File: src/design/mhpq_pkg.sv
// Shared types, constants and handshake structs for the max-heap priority queue.
package mhpq_pkg;

    localparam int HEAP_DEPTH_DEF = 64;
    localparam int KEY_W          = 32;
    localparam int TAG_W          = 16;
    localparam int LIMIT_W        = 7;
    localparam int COUNT_OUT_W    = 7;
    localparam logic [LIMIT_W-1:0] LIMIT_RESET = 7'd64;

    typedef struct packed {
        logic signed [KEY_W-1:0] key;
        logic [TAG_W-1:0]        tag;
    } entry_t;

    typedef enum logic [1:0] {
        ST_DONE  = 2'd0,
        ST_FULL  = 2'd1,
        ST_EMPTY = 2'd2
    } status_t;

    typedef enum logic [3:0] {
        S_IDLE,
        S_INS_CHK,
        S_INS_CMP,
        S_POP_LAST,
        S_POP_LOAD,
        S_POP_CMP,
        S_POP_KIDS,
        S_ROOT_RD,
        S_ROOT_OUT
    } state_t;

    typedef enum logic [2:0] {
        RD_NONE,
        RD_PARENT,
        RD_LAST,
        RD_KIDS,
        RD_ROOT
    } rd_sel_t;

    typedef enum logic [1:0] {
        WR_NONE,
        WR_MOV,
        WR_PARENT,
        WR_CHILD
    } wr_sel_t;

    typedef enum logic [2:0] {
        POS_HOLD,
        POS_COUNT,
        POS_ZERO,
        POS_PARENT,
        POS_CHILD
    } pos_sel_t;

    typedef struct packed {
        logic     load_item;
        status_t  status;
        logic     cnt_inc;
        logic     cnt_dec;
        pos_sel_t pos_sel;
        rd_sel_t  rd_sel;
        wr_sel_t  wr_sel;
        logic     load_mov_rd;
        logic     load_out;
    } cmd_t;

    typedef struct packed {
        logic in_pop;
        logic full;
        logic empty;
        logic pos_zero;
        logic rise;
        logic sink;
        logic out_free;
    } stat_t;

endpackage

File: src/design/mhpq_ctrl.sv
// Controller state machine sequencing insert, pop and root read-back.
module mhpq_ctrl import mhpq_pkg::*; (
    input  logic  aclk,
    input  logic  aresetn,
    input  logic  s_tvalid,
    output logic  s_tready,
    input  stat_t stat,
    output cmd_t  cmd
);

    state_t state_reg;
    state_t state_next;

    always_ff @(posedge aclk) begin
        if (!aresetn) begin
            state_reg <= S_IDLE;
        end else begin
            state_reg <= state_next;
        end
    end

    always_comb begin
        state_next = state_reg;
        case (state_reg)
            S_IDLE: begin
                if (s_tvalid) begin
                    if (!stat.in_pop) begin
                        state_next = stat.full ? S_ROOT_RD : S_INS_CHK;
                    end else begin
                        state_next = stat.empty ? S_ROOT_RD : S_POP_LAST;
                    end
                end
            end
            S_INS_CHK: begin
                state_next = stat.pos_zero ? S_ROOT_RD : S_INS_CMP;
            end
            S_INS_CMP: begin
                state_next = stat.rise ? S_INS_CHK : S_ROOT_RD;
            end
            S_POP_LAST: begin
                state_next = stat.empty ? S_ROOT_RD : S_POP_LOAD;
            end
            S_POP_LOAD: begin
                state_next = S_POP_CMP;
            end
            S_POP_CMP: begin
                state_next = stat.sink ? S_POP_KIDS : S_ROOT_RD;
            end
            S_POP_KIDS: begin
                state_next = S_POP_CMP;
            end
            S_ROOT_RD: begin
                state_next = S_ROOT_OUT;
            end
            S_ROOT_OUT: begin
                if (stat.out_free) begin
                    state_next = S_IDLE;
                end
            end
            default: begin
                state_next = S_IDLE;
            end
        endcase
    end

    always_comb begin
        cmd          = '0;
        cmd.status   = ST_DONE;
        cmd.pos_sel  = POS_HOLD;
        cmd.rd_sel   = RD_NONE;
        cmd.wr_sel   = WR_NONE;
        s_tready     = 1'b0;
        case (state_reg)
            S_IDLE: begin
                s_tready = 1'b1;
                if (s_tvalid) begin
                    cmd.load_item = 1'b1;
                    if (!stat.in_pop) begin
                        if (stat.full) begin
                            cmd.status = ST_FULL;
                        end else begin
                            cmd.cnt_inc = 1'b1;
                            cmd.pos_sel = POS_COUNT;
                        end
                    end else begin
                        if (stat.empty) begin
                            cmd.status = ST_EMPTY;
                        end else begin
                            cmd.cnt_dec = 1'b1;
                            cmd.pos_sel = POS_ZERO;
                        end
                    end
                end
            end
            S_INS_CHK: begin
                if (stat.pos_zero) begin
                    cmd.wr_sel = WR_MOV;
                end else begin
                    cmd.rd_sel = RD_PARENT;
                end
            end
            S_INS_CMP: begin
                if (stat.rise) begin
                    cmd.wr_sel  = WR_PARENT;
                    cmd.pos_sel = POS_PARENT;
                end else begin
                    cmd.wr_sel = WR_MOV;
                end
            end
            S_POP_LAST: begin
                if (!stat.empty) begin
                    cmd.rd_sel = RD_LAST;
                end
            end
            S_POP_LOAD: begin
                cmd.load_mov_rd = 1'b1;
                cmd.rd_sel      = RD_KIDS;
            end
            S_POP_CMP: begin
                if (stat.sink) begin
                    cmd.wr_sel  = WR_CHILD;
                    cmd.pos_sel = POS_CHILD;
                end else begin
                    cmd.wr_sel = WR_MOV;
                end
            end
            S_POP_KIDS: begin
                cmd.rd_sel = RD_KIDS;
            end
            S_ROOT_RD: begin
                cmd.rd_sel = RD_ROOT;
            end
            S_ROOT_OUT: begin
                cmd.load_out = stat.out_free;
            end
            default: begin
                s_tready = 1'b0;
            end
        endcase
    end

endmodule

File: config.mk
export PLATFORM = sky130hd
export DESIGN_NAME = mhpq_ctrl
export DESIGN_NICKNAME = d
export VERILOG_FILES = /design/src/design/mhpq_pkg.sv /design/src/design/mhpq_ctrl.sv
export SDC_FILE = /design/constraint.sdc
export NUM_CORES = 1
export LEC_CHECK = 0
export ABC_AREA = 1
export BUFFER_PORTS_ARGS = -buffer_cell sky130_fd_sc_hd__buf_2
export CAP_MARGIN = 20
export CORE_AREA = 3 3 40 42
export DETAILED_ROUTE_END_ITERATION = 10
export DIE_AREA = 0 0 43 45
export PLACE_DENSITY_LB_ADDON = 0.25
export SLEW_MARGIN = 20
export SYNTH_ARGS = -nofsm -noshare
export SYNTH_HDL_FRONTEND = slang
export SYNTH_SLANG_ARGS = --single-unit
File: constraint.sdc
create_clock -name aclk -period 2.2 [get_ports aclk]
set_input_delay 0.11 -clock aclk [delete_from_list [all_inputs] [get_ports aclk]]
set_output_delay 0.11 -clock aclk [all_outputs]
set_load 0.01 [all_outputs]
==> results of run 1 <==
==> where the power goes <==
part	switching, W	internal, W
logic	0.000331	0.000187
registers	0.0000394	0.000100
clock network	0.0000284	0.0000609
total	0.000399	0.000348
==> cell families after synthesis <==
group | Yosys count | synth area share, %
buffers and inverters | 15 | 12.8
AO/OA/AOI/OAI | 8 | 10.6
flip-flops | 4 | 17.8
AND/OR/NAND/NOR | 48 | 58.9
==> worst min path at each step <==
stage	startpoint	end	slack, ps
final	aresetn	state_reg[2]	160
after global routing	aresetn	state_reg[2]	150
after CTS	aresetn	state_reg[2]	150
after detailed placement	aresetn	state_reg[2]	400
after global placement	aresetn	state_reg[2]	400
after floorplan	stat[6]	cmd[12]	250
==> final cells by class <==
type                    count  area [um^2]
clock buffers               3         22.5
fillers                   146          668
inverters                  15         57.6
multi-input cells          56          313
flip-flops and latches      4         80.1
well taps                  15         18.8
repair buffers             25          125
==> through the flow <==
step	setup WS [ps]	util [%]	instance area [um^2]	power [W]	instances
finish	738	48.0	617	0.000746	118
CTS	719	48.0	617	0.000757	118
detailed placement	981	46.3	594	0.000663	115
global placement	1000	46.3	594	0.000655	115
global route	598	48.0	617	0.000834	118
floorplan	1100	-	450	0.000507	75
==> routing by layer <==
layer  wire length (um)  vias to the layer above  part of all wire [%]  GRT usage [%]
met5                  0                        -                     0              0
met4                  0                        0                     0           3.61
met3                 65                        0                   5.2           5.98
met2                641                       18                    52           25.4
met1                531                      250                    43           15.1
li1                   -                      297                     -              -
==> cell usage in the layout, fill, tap and decap left out, drive strengths merged <==
| cell | synthesis | final |
|---|---|---|
| nor3 | 4 | 4 |
| clkinv | 2 | 2 |
| inv | 13 | 13 |
| dfxtp | 4 | 4 |
| nor2 | 14 | 14 |
| nand3b | 1 | 1 |
| a21oi | 2 | 2 |
| nand4 | 2 | 2 |
| clkbuf | 0 | 3 |
| o21ai | 6 | 6 |
| nand2 | 18 | 18 |
| buf | 0 | 25 |
| nand3 | 9 | 9 |
==> worst max-delay path: cells and delay by family (launching register included) <==
family,cells,cell delay [ps]
flip-flops,1,360
AND/OR/NAND/NOR,4,520
buffers and inverters,2,230
==> results.cfg, run 1 <==
[power_and_ir_drop]
power.leakage_nw = 0.366
pwr_density_cell_nw_per_um2 = 1210
vdd_drop_max_uv = 397

[die]
placeableCoreArea_um2 = 1280
die_x_um = 43
initial_core_util_pct = 35.1
die_h_um = 45
dieArea_um2 = 1940
io_pins = 26
rows = 13

[synthesis]
ys_seq_area_share_pct = 17.8
yosysMostFrequentCell = nand2_1
yosys-top-cells-area = dfxtp_1, nand2_1, inv_1
synth.cell_area_um2 = 450
synth_top_cell_by_area = dfxtp_1
synth_top_area_share_pct = 17.8
synth_edf_count = 0
syn-instance-count = 75
synth_cell_types = 20
ys_async_sr_fraction_pct = 0
synth_seq_cells = 4
synthFlopType = dfxtp_1
synth_warnings = 0
synthTopCellsByCount = nand2_1, inv_1, nor2_1
syn_nets = 85
avgSynthCellArea_um2 = 6.01

[worst_setup_path]
critPathLaunchType = flip-flop
cp_max_fo = 9
critPathKind = flip-flop to output pin
r2r_slack_ps = 1110
slowest_delay_ps = 360
slowest_stage = dfxtp_1
end_kind = output pin
cp-startpoint = state_reg[3]
rr_endpoint = state_reg[1]
crit_arrival_ps = 1350
r2r_start = state_reg[3]
path_cells = nor2_4 > nand2_2 > clkinv_2 > nand2_4 > nor3_2 > buf_2
rr_worst_depth = 4
required_ps = 2090
crit_end = cmd[12]

[detailed_routing]
avgViaCountPerCell = 4.79
drt_pass1_iterations = 4
vias = 565
drc = 0
routed_wl_um = 1240
ant_nets = 0
wl_per_cell_um = 10.5
drt_iter0_drc = 13

[clocking]
ctsHoldBuffers = 0
cts_resized = 0
clock_latency_ps = 230
post_cts_buffers = 0
cts_sinks = 4
cts_max_path_buffers = 2
cts_tree = built
cts_max_level = 1
cts_inserted_buffers = 3
clock-root-buffer = clkbuf_4
clk_pin_slew_ps = 40

[finish]
fin_nets = 115
drive_above_1_share_pct = 41.7
diodes = 0
largest_reg_flops = 4
area_growth_pct = 36.9

[grt]
grt_pass1_wl_um = 2040
grt_max_degree = 10
antenna_found_initial = 0
grt_pass1_vias = 494
track_usage_pct = 14.0
gr-total-overflow = 0

[timing]
hold_viol_final = 0
max_slew_margin_pct = 82.4
finalCritPeriodShare_pct = 66.5
finalCriticalPeriod_ps = 1460
setup_viol = 0
rsz0062_at_grt = false
fmax_mhz = 684
setup-tns-final_ps = 0
skew_ps = 0.373
worstMarginPinSlew_ps = 263
hold_slack_ps = 156
maxSlewViolCount = 0

[status]
status = finished clean

[placed_design]
place.port_buffers = 25
place_congestion = 0.808
dp_hpwl_um = 1050

[worst_hold_path]
hold_depth = 3
hp-class = primary input to flip-flop

[flow_run]
max-cap-violations = 0
Power figures use the tool's default switching activity.
==> run 2, diff against run 1 <==
==> constraint.sdc (replaced) <==
create_clock -name aclk -period 1.2 [get_ports aclk]
set_input_delay 0.06 -clock aclk [delete_from_list [all_inputs] [get_ports aclk]]
set_output_delay 0.06 -clock aclk [all_outputs]
set_load 0.01 [all_outputs]
==> results.cfg, run 2 (synthesis results as in run 1) <==
[power_and_ir_drop]
power.leakage_nw = 0.452
p_seq_share_pct = 14.4
pwr-share-clk_pct = 7.6
pwr_density_cell_nw_per_um2 = 2500
vdd_drop_max_uv = 1010
comb_power_share_pct = 78.0
cellInternalPower_w = 0.00109
switching_power_w = 0.00103
switching_share_pct = 48.7

[timing]
setup-tns-final_ps = -939
rsz0062_at_grt = true
skew_ps = 3.50
finalCriticalPeriod_ps = 1330
max_slew_margin_pct = 85.8
setup_ws_ps = -131
finalCritPeriodShare_pct = 111
fmax_mhz = 751
hold_viol_final = 0
setup_viol = 15
hold_slack_ps = 101
worstMarginPinSlew_ps = 213
maxSlewViolCount = 0

[clocking]
clock_latency_ps = 230
clock-root-buffer = clkbuf_4
cts_max_level = 1
cts_max_path_buffers = 2
cts_sinks = 4
cts_inserted_buffers = 3
cts_tree = built
clk_pin_slew_ps = 40
ctsHoldBuffers = 0

[die]
initial_core_util_pct = 35.1
die_x_um = 43
die_h_um = 45
io_pins = 26
rows = 13
placeableCoreArea_um2 = 1280
dieArea_um2 = 1940

[detailed_routing]
avgViaCountPerCell = 5.08
drc = 0
highest_layer = met3
routed_wl_um = 1700
wl_per_cell_um = 13.1
vias = 655
drt_iter0_drc = 12
drt_pass1_iterations = 4
dr_wl_met2_um = 1020
ant_nets = 0
wl_met3_um = 91
met1Wirelength_um = 583

[grt]
antenna_found_initial = 0
grt_pass1_vias = 568
gr-total-overflow = 0
grt_max_degree = 8
grt_pass1_wl_um = 2320
track_usage_pct = 15.5

[worst_setup_path]
critPathKind = flip-flop to output pin
rr_endpoint = state_reg[0]
crit_arrival_ps = 1270
required_ps = 1140
critPathLaunchType = flip-flop
r2r_slack_ps = -50
rr_worst_depth = 8
end_kind = output pin
r2r_start = state_reg[3]
cp_max_fo = 7

[worst_hold_path]
holdPathEnd = state_reg[2]
hold_depth = 3
hp-start = aresetn
hp-class = primary input to flip-flop

[finish]
area_growth_pct = 88.3
largest_reg_flops = 4
fin_cells = 129
fin_nets = 126
layout_common_cells = buf_2, inv_1, nand2_1
drive_above_1_share_pct = 64.9
final_common_cell = buf_2
diodes = 0

[flow_run]
max-cap-violations = 0

[placed_design]
place.port_buffers = 25
place_congestion = 0.807
placedCellCount = 115
dp_hpwl_um = 1050

[status]
violations = setup timing
status = finished, violations left
-- run 2: changes by cell type in the layout (fill, tap and decap cells not counted), sizes merged --
| cell | previous run | this run |
|---|---|---|
| buf | 25 | 36 |
| inv | 13 | 14 |
| clkinv | 2 | 1 |
-- run 2: how the worst max path moves through the flow --
stage | from | slack [ps] | depth (start not counted) | to
final | state_reg[0] | -130 | 6 | cmd[7]
after global routing | state_reg[0] | -230 | 6 | cmd[7]
after CTS | state_reg[1] | -100 | 6 | cmd[13]
after detailed placement | state_reg[3] | 40 | 6 | cmd[13]
after global placement | state_reg[3] | 50 | 6 | cmd[7]
after floorplan | state_reg[3] | 150 | 5 | cmd[7]
-- run 2: layout make-up --
cell class	instances	area [um^2]
Clock buffer	3	22.5
Fill cell	104	437
Inverter	15	58.8
Multi-Input combinational cell	56	408
Sequential cell	4	95.1
Tap cell	15	18.8
Timing Repair Buffer	36	245
-- run 2: metal layers --
layer / global-route usage [%] / up-vias
li1: - / 322
met1: 16.5 / 305
met2: 31.1 / 28
met3: 3.59 / 0
met4: 3.01 / 0
met5: 0 / -
-- run 2: timing repair --
action | 4_1_cts | 5_1_grt
gates cloned | 0 | 0
resized for setup | 25 | 16
setup buffers | 6 | 5
hold endpoints to repair | 0 | 0
pin swaps | 2 | 10
setup endpoints to repair | 15 | 17
-- run 2: metrics by stage --
step	instance area, um^2	utilization (%)	power (W)	setup slack, ps
finish	848	66.0	0.00212	-131
global route	848	66.0	0.00229	-231
CTS	752	58.5	0.00178	-101
detailed placement	594	46.3	0.00121	42.3
global placement	594	46.3	0.00120	55.0
floorplan	450	-	0.000929	152
-- run 2: power by group through the flow --
stage          combinational [W]  clock [W]  sequential [W]
5_1_grt                  0.00179   0.000181        0.000312
2_1_floorplan           0.000684          0        0.000246
3_5_place_dp            0.000952          0        0.000261
4_1_cts                  0.00131   0.000172        0.000300
3_3_place_gp            0.000949          0        0.000252
6_report                 0.00165   0.000162        0.000306
-- run 2: critical path: stages (launching register included) --
cell and delay [ps]:
dfxtp_4 360, nor2_4 160, nand2_2 80, inv_4 80
nand2_8 70, o21ai_1 140, buf_2 150
