==> src/design/mhpq_pkg.sv <==
// Shared types, constants and handshake structs for the max-heap priority queue.
package mhpq_pkg;

    localparam int HEAP_DEPTH_DEF = 64;
    localparam int KEY_W          = 32;
    localparam int TAG_W          = 16;
    localparam int LIMIT_W        = 7;
    localparam int COUNT_OUT_W    = 7;
    localparam logic [LIMIT_W-1:0] LIMIT_RESET = 7'd64;

    typedef struct packed {
        logic signed [KEY_W-1:0] key;
        logic [TAG_W-1:0]        tag;
    } entry_t;

    typedef enum logic [1:0] {
        ST_DONE  = 2'd0,
        ST_FULL  = 2'd1,
        ST_EMPTY = 2'd2
    } status_t;

    typedef enum logic [3:0] {
        S_IDLE,
        S_INS_CHK,
        S_INS_CMP,
        S_POP_LAST,
        S_POP_LOAD,
        S_POP_CMP,
        S_POP_KIDS,
        S_ROOT_RD,
        S_ROOT_OUT
    } state_t;

    typedef enum logic [2:0] {
        RD_NONE,
        RD_PARENT,
        RD_LAST,
        RD_KIDS,
        RD_ROOT
    } rd_sel_t;

    typedef enum logic [1:0] {
        WR_NONE,
        WR_MOV,
        WR_PARENT,
        WR_CHILD
    } wr_sel_t;

    typedef enum logic [2:0] {
        POS_HOLD,
        POS_COUNT,
        POS_ZERO,
        POS_PARENT,
        POS_CHILD
    } pos_sel_t;

    typedef struct packed {
        logic     load_item;
        status_t  status;
        logic     cnt_inc;
        logic     cnt_dec;
        pos_sel_t pos_sel;
        rd_sel_t  rd_sel;
        wr_sel_t  wr_sel;
        logic     load_mov_rd;
        logic     load_out;
    } cmd_t;

    typedef struct packed {
        logic in_pop;
        logic full;
        logic empty;
        logic pos_zero;
        logic rise;
        logic sink;
        logic out_free;
    } stat_t;

endpackage

==> src/design/mhpq_dp.sv <==
// Datapath: heap memory, count, limit, moving entry, hole index and result register.
module mhpq_dp import mhpq_pkg::*; #(
    parameter int HEAP_DEPTH = HEAP_DEPTH_DEF
) (
    input  logic                     aclk,
    input  logic                     aresetn,
    input  logic                     cfg_wen,
    input  logic [LIMIT_W-1:0]       cfg_wdata,
    input  logic                     in_op,
    input  logic signed [KEY_W-1:0]  in_key,
    input  logic [TAG_W-1:0]         in_tag,
    input  logic                     m_tready,
    output logic                     m_valid,
    output status_t                  out_status,
    output logic                     out_top_valid,
    output logic signed [KEY_W-1:0]  out_key,
    output logic [TAG_W-1:0]         out_tag,
    output logic [COUNT_OUT_W-1:0]   out_count,
    input  cmd_t                     cmd,
    output stat_t                    stat
);

    localparam int IW = $clog2(HEAP_DEPTH);
    localparam int CW = $clog2(HEAP_DEPTH + 1);
    localparam int KW = IW + 2;
    localparam int XW = (CW > LIMIT_W) ? CW : LIMIT_W;

    entry_t mem [HEAP_DEPTH];

    logic [CW-1:0]      count_reg;
    logic [LIMIT_W-1:0] limit_reg;
    logic [IW-1:0]      pos_reg;
    entry_t             mov_reg;
    status_t            status_reg;
    entry_t             rd_a_reg;
    entry_t             rd_b_reg;
    logic               m_valid_reg;

    logic [IW-1:0] parent_idx;
    logic [KW-1:0] kid_l;
    logic [KW-1:0] kid_r;
    logic          l_ok;
    logic          r_ok;
    logic          take_l;
    logic          take_r;
    logic signed [KEY_W-1:0] best_key;
    logic [IW-1:0] child_idx;
    entry_t        child_ent;
    logic [IW-1:0] rd_addr_a;
    logic          rd_en;
    logic [XW-1:0] count_x;
    entry_t        wr_data;
    logic          wr_en;

    assign parent_idx = (pos_reg - IW'(1)) >> 1;
    assign kid_l      = (KW'(pos_reg) << 1) + KW'(1);
    assign kid_r      = (KW'(pos_reg) << 1) + KW'(2);
    assign l_ok       = kid_l < KW'(count_reg);
    assign r_ok       = kid_r < KW'(count_reg);
    assign take_l     = l_ok && ($signed(rd_a_reg.key) > $signed(mov_reg.key));
    assign best_key   = take_l ? rd_a_reg.key : mov_reg.key;
    assign take_r     = r_ok && ($signed(rd_b_reg.key) > $signed(best_key));
    assign child_idx  = take_r ? kid_r[IW-1:0] : kid_l[IW-1:0];
    assign child_ent  = take_r ? rd_b_reg : rd_a_reg;
    assign count_x    = XW'(count_reg);

    always_comb begin
        stat.in_pop   = in_op;
        stat.full     = (count_x >= XW'(limit_reg)) || (count_reg == CW'(HEAP_DEPTH));
        stat.empty    = (count_reg == '0);
        stat.pos_zero = (pos_reg == '0);
        stat.rise     = $signed(mov_reg.key) > $signed(rd_a_reg.key);
        stat.sink     = take_l || take_r;
        stat.out_free = !m_valid_reg || m_tready;
    end

    always_comb begin
        rd_en     = 1'b1;
        rd_addr_a = '0;
        case (cmd.rd_sel)
            RD_PARENT: rd_addr_a = parent_idx;
            RD_LAST:   rd_addr_a = count_reg[IW-1:0];
            RD_KIDS:   rd_addr_a = kid_l[IW-1:0];
            RD_ROOT:   rd_addr_a = '0;
            default:   rd_en     = 1'b0;
        endcase
    end

    always_comb begin
        wr_en   = 1'b1;
        wr_data = mov_reg;
        case (cmd.wr_sel)
            WR_MOV:    wr_data = mov_reg;
            WR_PARENT: wr_data = rd_a_reg;
            WR_CHILD:  wr_data = child_ent;
            default:   wr_en   = 1'b0;
        endcase
    end

    always_ff @(posedge aclk) begin
        if (wr_en) begin
            mem[pos_reg] <= wr_data;
        end
        if (rd_en) begin
            rd_a_reg <= mem[rd_addr_a];
            rd_b_reg <= mem[kid_r[IW-1:0]];
        end
    end

    always_ff @(posedge aclk) begin
        if (!aresetn) begin
            count_reg   <= '0;
            limit_reg   <= LIMIT_RESET;
            m_valid_reg <= 1'b0;
        end else begin
            if (cfg_wen) begin
                limit_reg <= cfg_wdata;
            end
            if (cmd.cnt_inc) begin
                count_reg <= count_reg + CW'(1);
            end else if (cmd.cnt_dec) begin
                count_reg <= count_reg - CW'(1);
            end
            if (cmd.load_out) begin
                m_valid_reg <= 1'b1;
            end else if (m_tready) begin
                m_valid_reg <= 1'b0;
            end
        end
    end

    always_ff @(posedge aclk) begin
        if (cmd.load_item) begin
            mov_reg.key <= in_key;
            mov_reg.tag <= in_tag;
            status_reg  <= cmd.status;
        end else if (cmd.load_mov_rd) begin
            mov_reg <= rd_a_reg;
        end
        case (cmd.pos_sel)
            POS_COUNT:  pos_reg <= count_reg[IW-1:0];
            POS_ZERO:   pos_reg <= '0;
            POS_PARENT: pos_reg <= parent_idx;
            POS_CHILD:  pos_reg <= child_idx;
            default:    pos_reg <= pos_reg;
        endcase
        if (cmd.load_out) begin
            out_status    <= status_reg;
            out_top_valid <= (count_reg != '0);
            out_key       <= (count_reg != '0) ? rd_a_reg.key : '0;
            out_tag       <= (count_reg != '0) ? rd_a_reg.tag : '0;
            out_count     <= count_x[COUNT_OUT_W-1:0];
        end
    end

    assign m_valid = m_valid_reg;

`ifndef SYNTHESIS
    a_count_bound: assert property (@(posedge aclk) disable iff (!aresetn)
        count_reg <= CW'(HEAP_DEPTH))
        else $error("entry count exceeds heap depth");

    a_refused_hold: assert property (@(posedge aclk) disable iff (!aresetn)
        cmd.load_item && (cmd.status != ST_DONE) |=> count_reg == $past(count_reg))
        else $error("refused operation changed the count");

    a_top_consistent: assert property (@(posedge aclk) disable iff (!aresetn)
        cmd.load_out |=> m_valid_reg && (out_top_valid == (count_reg != '0)))
        else $error("reported top valid disagrees with count");

    a_no_overwrite: assert property (@(posedge aclk) disable iff (!aresetn)
        cmd.load_out |-> (!m_valid_reg || m_tready))
        else $error("result register overwritten while stalled");
`endif

endmodule

==> config.mk <==
export PLATFORM = sky130hd
export DESIGN_NAME = mhpq_dp
export DESIGN_NICKNAME = d
export VERILOG_FILES = /design/src/design/mhpq_pkg.sv /design/src/design/mhpq_dp.sv
export SDC_FILE = /design/constraint.sdc
export NUM_CORES = 2
export LEC_CHECK = 0
export BUFFER_PORTS_ARGS = -buffer_cell sky130_fd_sc_hd__buf_2
export CAP_MARGIN = 20
export CORE_MARGIN = 2
export CORE_UTILIZATION = 53
export CTS_BUF_LIST = sky130_fd_sc_hd__clkbuf_2 sky130_fd_sc_hd__clkbuf_4 sky130_fd_sc_hd__clkbuf_8
export DETAILED_ROUTE_END_ITERATION = 6
export PLACE_DENSITY_LB_ADDON = 0.15
export SLEW_MARGIN = 20
export SYNTH_ARGS = -nofsm -noshare
export SYNTH_HDL_FRONTEND = slang
export SYNTH_SLANG_ARGS = --single-unit
==> constraint.sdc <==
create_clock -name aclk -period 10 [get_ports aclk]
set_input_delay 0.5 -clock aclk [delete_from_list [all_inputs] [get_ports aclk]]
set_output_delay 0.5 -clock aclk [all_outputs]
set_load 0.02 [all_outputs]
==> flow_metrics.env <==
export IMPL_yosysUniqueCellTypes=62
export IMPL_seq_pwr_share_pct=46.7
export IMPL_power_switching_share_pct=29.17
export IMPL_synth_common_cells="3282 x sky130_fd_sc_hd__edfxtp_1, 1248 x sky130_fd_sc_hd__mux4_2, 387 x sky130_fd_sc_hd__nand2_1, 329 x sky130_fd_sc_hd__mux2i_1, 221 x sky130_fd_sc_hd__clkbuf_1"
export IMPL_tightestPinTransition_ps=1188
export IMPL_net_switching_power_figure_w=0.01073
export IMPL_finalSetupViolations=0
export IMPL_fill_cells=18686
export IMPL_routed_via_density=7.105
export IMPL_cp_num_buf_inv=4
export IMPL_dp_final_hpwl_um=258800
export IMPL_detailedPlace_worstSlack_ps=1603
export IMPL_largest_register="mem"
export IMPL_clk_pin_slew_ps=60
export IMPL_grt_setup_unrepaired="no"
export IMPL_cell_by_cell_trace_of_the_critical_path="inv_1, ha_1, nand4_1, nor2_1, and4_1, nand4_1, a41oi_1, nor3_1, nor3_2, buf_4, mux2i_1, ha_1, nand4_1, nor4_1, a21boi_0, o31a_1, o21ai_0, a211oi_4, buf_12, mux2i_1, a21oi_4, buf_4"
export IMPL_synth_edf_count=3282
export IMPL_global_route_overflow_total=0
export IMPL_cts_tree="done"
export IMPL_report_power_total_w=0.03677
export IMPL_finalCoreUtilization_pct=60.59
export IMPL_ctsHoldBuffers=109
export IMPL_area_contributors_post_synth="sky130_fd_sc_hd__edfxtp_1 70%, sky130_fd_sc_hd__mux4_2 20%, sky130_fd_sc_hd__mux2i_1 2.4%, sky130_fd_sc_hd__nand2_1 1.0%, sky130_fd_sc_hd__ha_1 0.81%"
export IMPL_slew_headroom_pct=20.58
export IMPL_grt_total_usage_pct=35.59
export IMPL_ys_flop_type="sky130_fd_sc_hd__edfxtp_1"
export IMPL_drt_initial_drc_count=13662
export IMPL_drt_pass1_iterations=5
export IMPL_clock_sink_count=3297
export IMPL_die_area_mm2=0.2682
export IMPL_pins_over_their_slew_limit=0
export IMPL_horiz_die_dim_um=517.9
export IMPL_skew_ps=52.32
export IMPL_gp_routability_congestion=0.9137
export IMPL_wire_per_inst_um=42.71
export IMPL_asyncSetResetFlopFracSynth_pct=0
export IMPL_post_layout_nonfiller_instances=11232
export IMPL_starting_utilization_of_the_core_area_pct=53.32
export IMPL_synth_seq_cells=3297
export IMPL_clk_root_buffer_cell="sky130_fd_sc_hd__clkbuf_8"
export IMPL_synthesis_instances=6655
export IMPL_antenna_found_initial=18
export IMPL_maximum_number_of_pins_on_one_net_before_global_route_repair=126
export IMPL_hold_path_class="primary input to flop"
export IMPL_final_layout_size_suffix_gt1_share_pct=34.77
export IMPL_placeableCoreArea_mm2=0.2625
export IMPL_power_share_combinational_pct=21.0
export IMPL_ff2ff_setup_slack_ps=1230
export IMPL_synthMostInstantiatedCell="sky130_fd_sc_hd__edfxtp_1"
export IMPL_leakagePower_nw=50.12
export IMPL_timing_final_ws_setup_ps=1232
export IMPL_cp_max_fo=48
export IMPL_crit_path_max_incr_delay_ps=890
export IMPL_timing_critical_path_slowest_stage_cell="sky130_fd_sc_hd__a21oi_4"
export IMPL_syn_area_per_cell_um2=21.03
export IMPL_worstSetupPathType="flop to flop"
export IMPL_ant_nets=0
export IMPL_via_count_of_the_first_global_routing_pass=79815
export IMPL_buffers_from_clock_root_to_sink_at_most=4
export IMPL_final_hold_violation_count=0
export IMPL_internal_power_w=0.02604
export IMPL_cpMostUsedCell="sky130_fd_sc_hd__nand4_1"
export IMPL_cellPowerDensity_mw_per_mm2=231.1
export IMPL_maxCapViolations=0
export IMPL_run_status="finished, final reports clean"
export IMPL_grt_pass1_wl_um=651100
export IMPL_dr_total_vias=79800
export IMPL_route_final_wire_length_um=479800
export IMPL_clock_power_share_pct=32.3
export IMPL_fin_crit_ps=8768
export IMPL_cts_repair_timing_setup_buffer_count=0
export IMPL_vdd_drop_max_uv=212.2
export IMPL_cts_htree_levels=6
export IMPL_io_buffers=138
export IMPL_fp_row_count=188
export IMPL_final_min_period_over_clock_period_pct=87.68
export IMPL_synth_top_cell_by_area="sky130_fd_sc_hd__edfxtp_1"
export IMPL_synth_largest_type_area_fraction_pct=70.41
export IMPL_cts_buffers=545
export IMPL_synthToLayoutAreaGrowth_pct=13.64
export IMPL_critical_path_sink_type="flop"
export IMPL_netlist_area_mm2=0.1400
export IMPL_drcViolationCount=0
export IMPL_cp_data_required_time_ps=11020
export IMPL_critical_path_source_type="flop"
export IMPL_synth_seq_area_share_pct=70.62
export IMPL_crit_arrival_ps=9790
export IMPL_worst_path_dominant_cell_family="compound AO/OA/AOI/OAI gates"
export IMPL_die_height_um=517.9
export IMPL_largest_register_ffs=3072
export IMPL_achievable_frequency_ghz=0.1140
export IMPL_ctsResizeCount=0
export IMPL_boundaryPins=141
export IMPL_later_pin_clock_latency_in_the_skew_report_ps=1210
export IMPL_synth_warnings=0
export IMPL_syn_num_nets=6822
export IMPL_numnets_final=7463
export IMPL_dpl_cell_count=10149
export IMPL_setup_tns_ps=0
## through the flow
stage | hold WS, ps | cell area [um^2]
after floorplan | 400.3 | 140000
after global placement | 402.7 | 146700
final | 100.0 | 159100
after CTS | 39.62 | 158900
after global routing | 97.57 | 159100
after detailed placement | 404.5 | 147100
## final cells by class
cell class                      count  area [um^2]  area share, %
Timing Repair Buffer              532         4556          2.864
Clock inverter                    238         1777          1.117
Sequential cell                  3297        98850          62.15
Antenna cell                       10        25.02        0.01573
Tap cell                         3515         4398          2.765
Clock buffer                      720         8896          5.593
Multi-Input combinational cell   2857        40320          25.35
Inverter                           63        239.0         0.1502
## cell usage in the layout, fill, tap and decap left out, types with 62 or more instances in the layout
cell type / instances
sky130_fd_sc_hd__buf_2: 135
sky130_fd_sc_hd__clkbuf_8: 559
sky130_fd_sc_hd__nand2_1: 387
sky130_fd_sc_hd__dlygate4sd3_1: 109
sky130_fd_sc_hd__inv_1: 62
sky130_fd_sc_hd__o22ai_1: 101
sky130_fd_sc_hd__ha_1: 90
sky130_fd_sc_hd__mux2i_1: 329
sky130_fd_sc_hd__mux4_2: 1248
sky130_fd_sc_hd__nand3_1: 63
sky130_fd_sc_hd__nor2_1: 108
sky130_fd_sc_hd__clkinv_1: 114
sky130_fd_sc_hd__buf_4: 248
sky130_fd_sc_hd__edfxtp_1: 3282
sky130_fd_sc_hd__clkbuf_4: 162
sky130_fd_sc_hd__nor2_4: 66
## layer usage
layer | up-vias | share of wire [%] | GRT usage [%]
met4 | 8 | 6.4 | 18.58
met5 | - | 0.018 | 0
met3 | 1286 | 13 | 8.891
li1 | 29803 | - | -
met1 | 42431 | 34 | 47.14
met2 | 6272 | 47 | 55.13
## cells by family (layout without fill, tap and decap cells)
| kind of cell | after synthesis | count (layout) | share of synthesized area [%] |
|---|---|---|---|
| AOI/OAI and AO/OA | 436 | 436 | 2.246 |
| DFF | 3297 | 3297 | 70.62 |
| muxes | 1597 | 1597 | 22.59 |
| buffers and inverters | 501 | 1553 | 1.450 |
| other | 0 | 10 | 0 |
| xor gates and xnor gates | 20 | 20 | 0.1251 |
| and+or+nand+nor | 712 | 712 | 2.134 |
| adders and majority gates | 92 | 92 | 0.8277 |
## power groups by stage
stage	clock [W]	sequential [W]	combinational, W
after detailed placement	0	0.0174	0.00750
after global placement	0	0.0174	0.00733
after CTS	0.0120	0.0171	0.00758
after global routing	0.0125	0.0172	0.00804
after floorplan	0	0.0174	0.00462
final	0.0119	0.0172	0.00772
## worst register-to-register path, cell delays in order (launching register included)
cell and delay (ps):
sky130_fd_sc_hd__edfxtp_1 530, sky130_fd_sc_hd__inv_1 140, sky130_fd_sc_hd__ha_1 320, sky130_fd_sc_hd__nand4_1 200, sky130_fd_sc_hd__nor2_1 200, sky130_fd_sc_hd__and4_1 270, sky130_fd_sc_hd__nand4_1 360, sky130_fd_sc_hd__a41oi_1 700
sky130_fd_sc_hd__nor3_1 160, sky130_fd_sc_hd__nor3_2 160, sky130_fd_sc_hd__buf_4 460, sky130_fd_sc_hd__mux2i_1 220, sky130_fd_sc_hd__ha_1 340, sky130_fd_sc_hd__nand4_1 190, sky130_fd_sc_hd__nor4_1 720, sky130_fd_sc_hd__a21boi_0 250
sky130_fd_sc_hd__o31a_1 450, sky130_fd_sc_hd__o21ai_0 420, sky130_fd_sc_hd__a211oi_4 420, sky130_fd_sc_hd__buf_12 500, sky130_fd_sc_hd__mux2i_1 330, sky130_fd_sc_hd__a21oi_4 890, sky130_fd_sc_hd__buf_4 390
## final timing paths
| kind | start | endpoint | cells past startpoint |
|---|---|---|---|
| setup / recovery | rd_a_reg[42] | mem[48][26] | 22 |
| hold / removal | cfg_wdata[6] | limit_reg[6] | 4 |
| setup reg to reg | rd_a_reg[42] | mem[48][26] | 22 |
| hold reg to reg | status_reg[1] | out_status[1] | 0 |
Power figures use the tool's default switching activity.
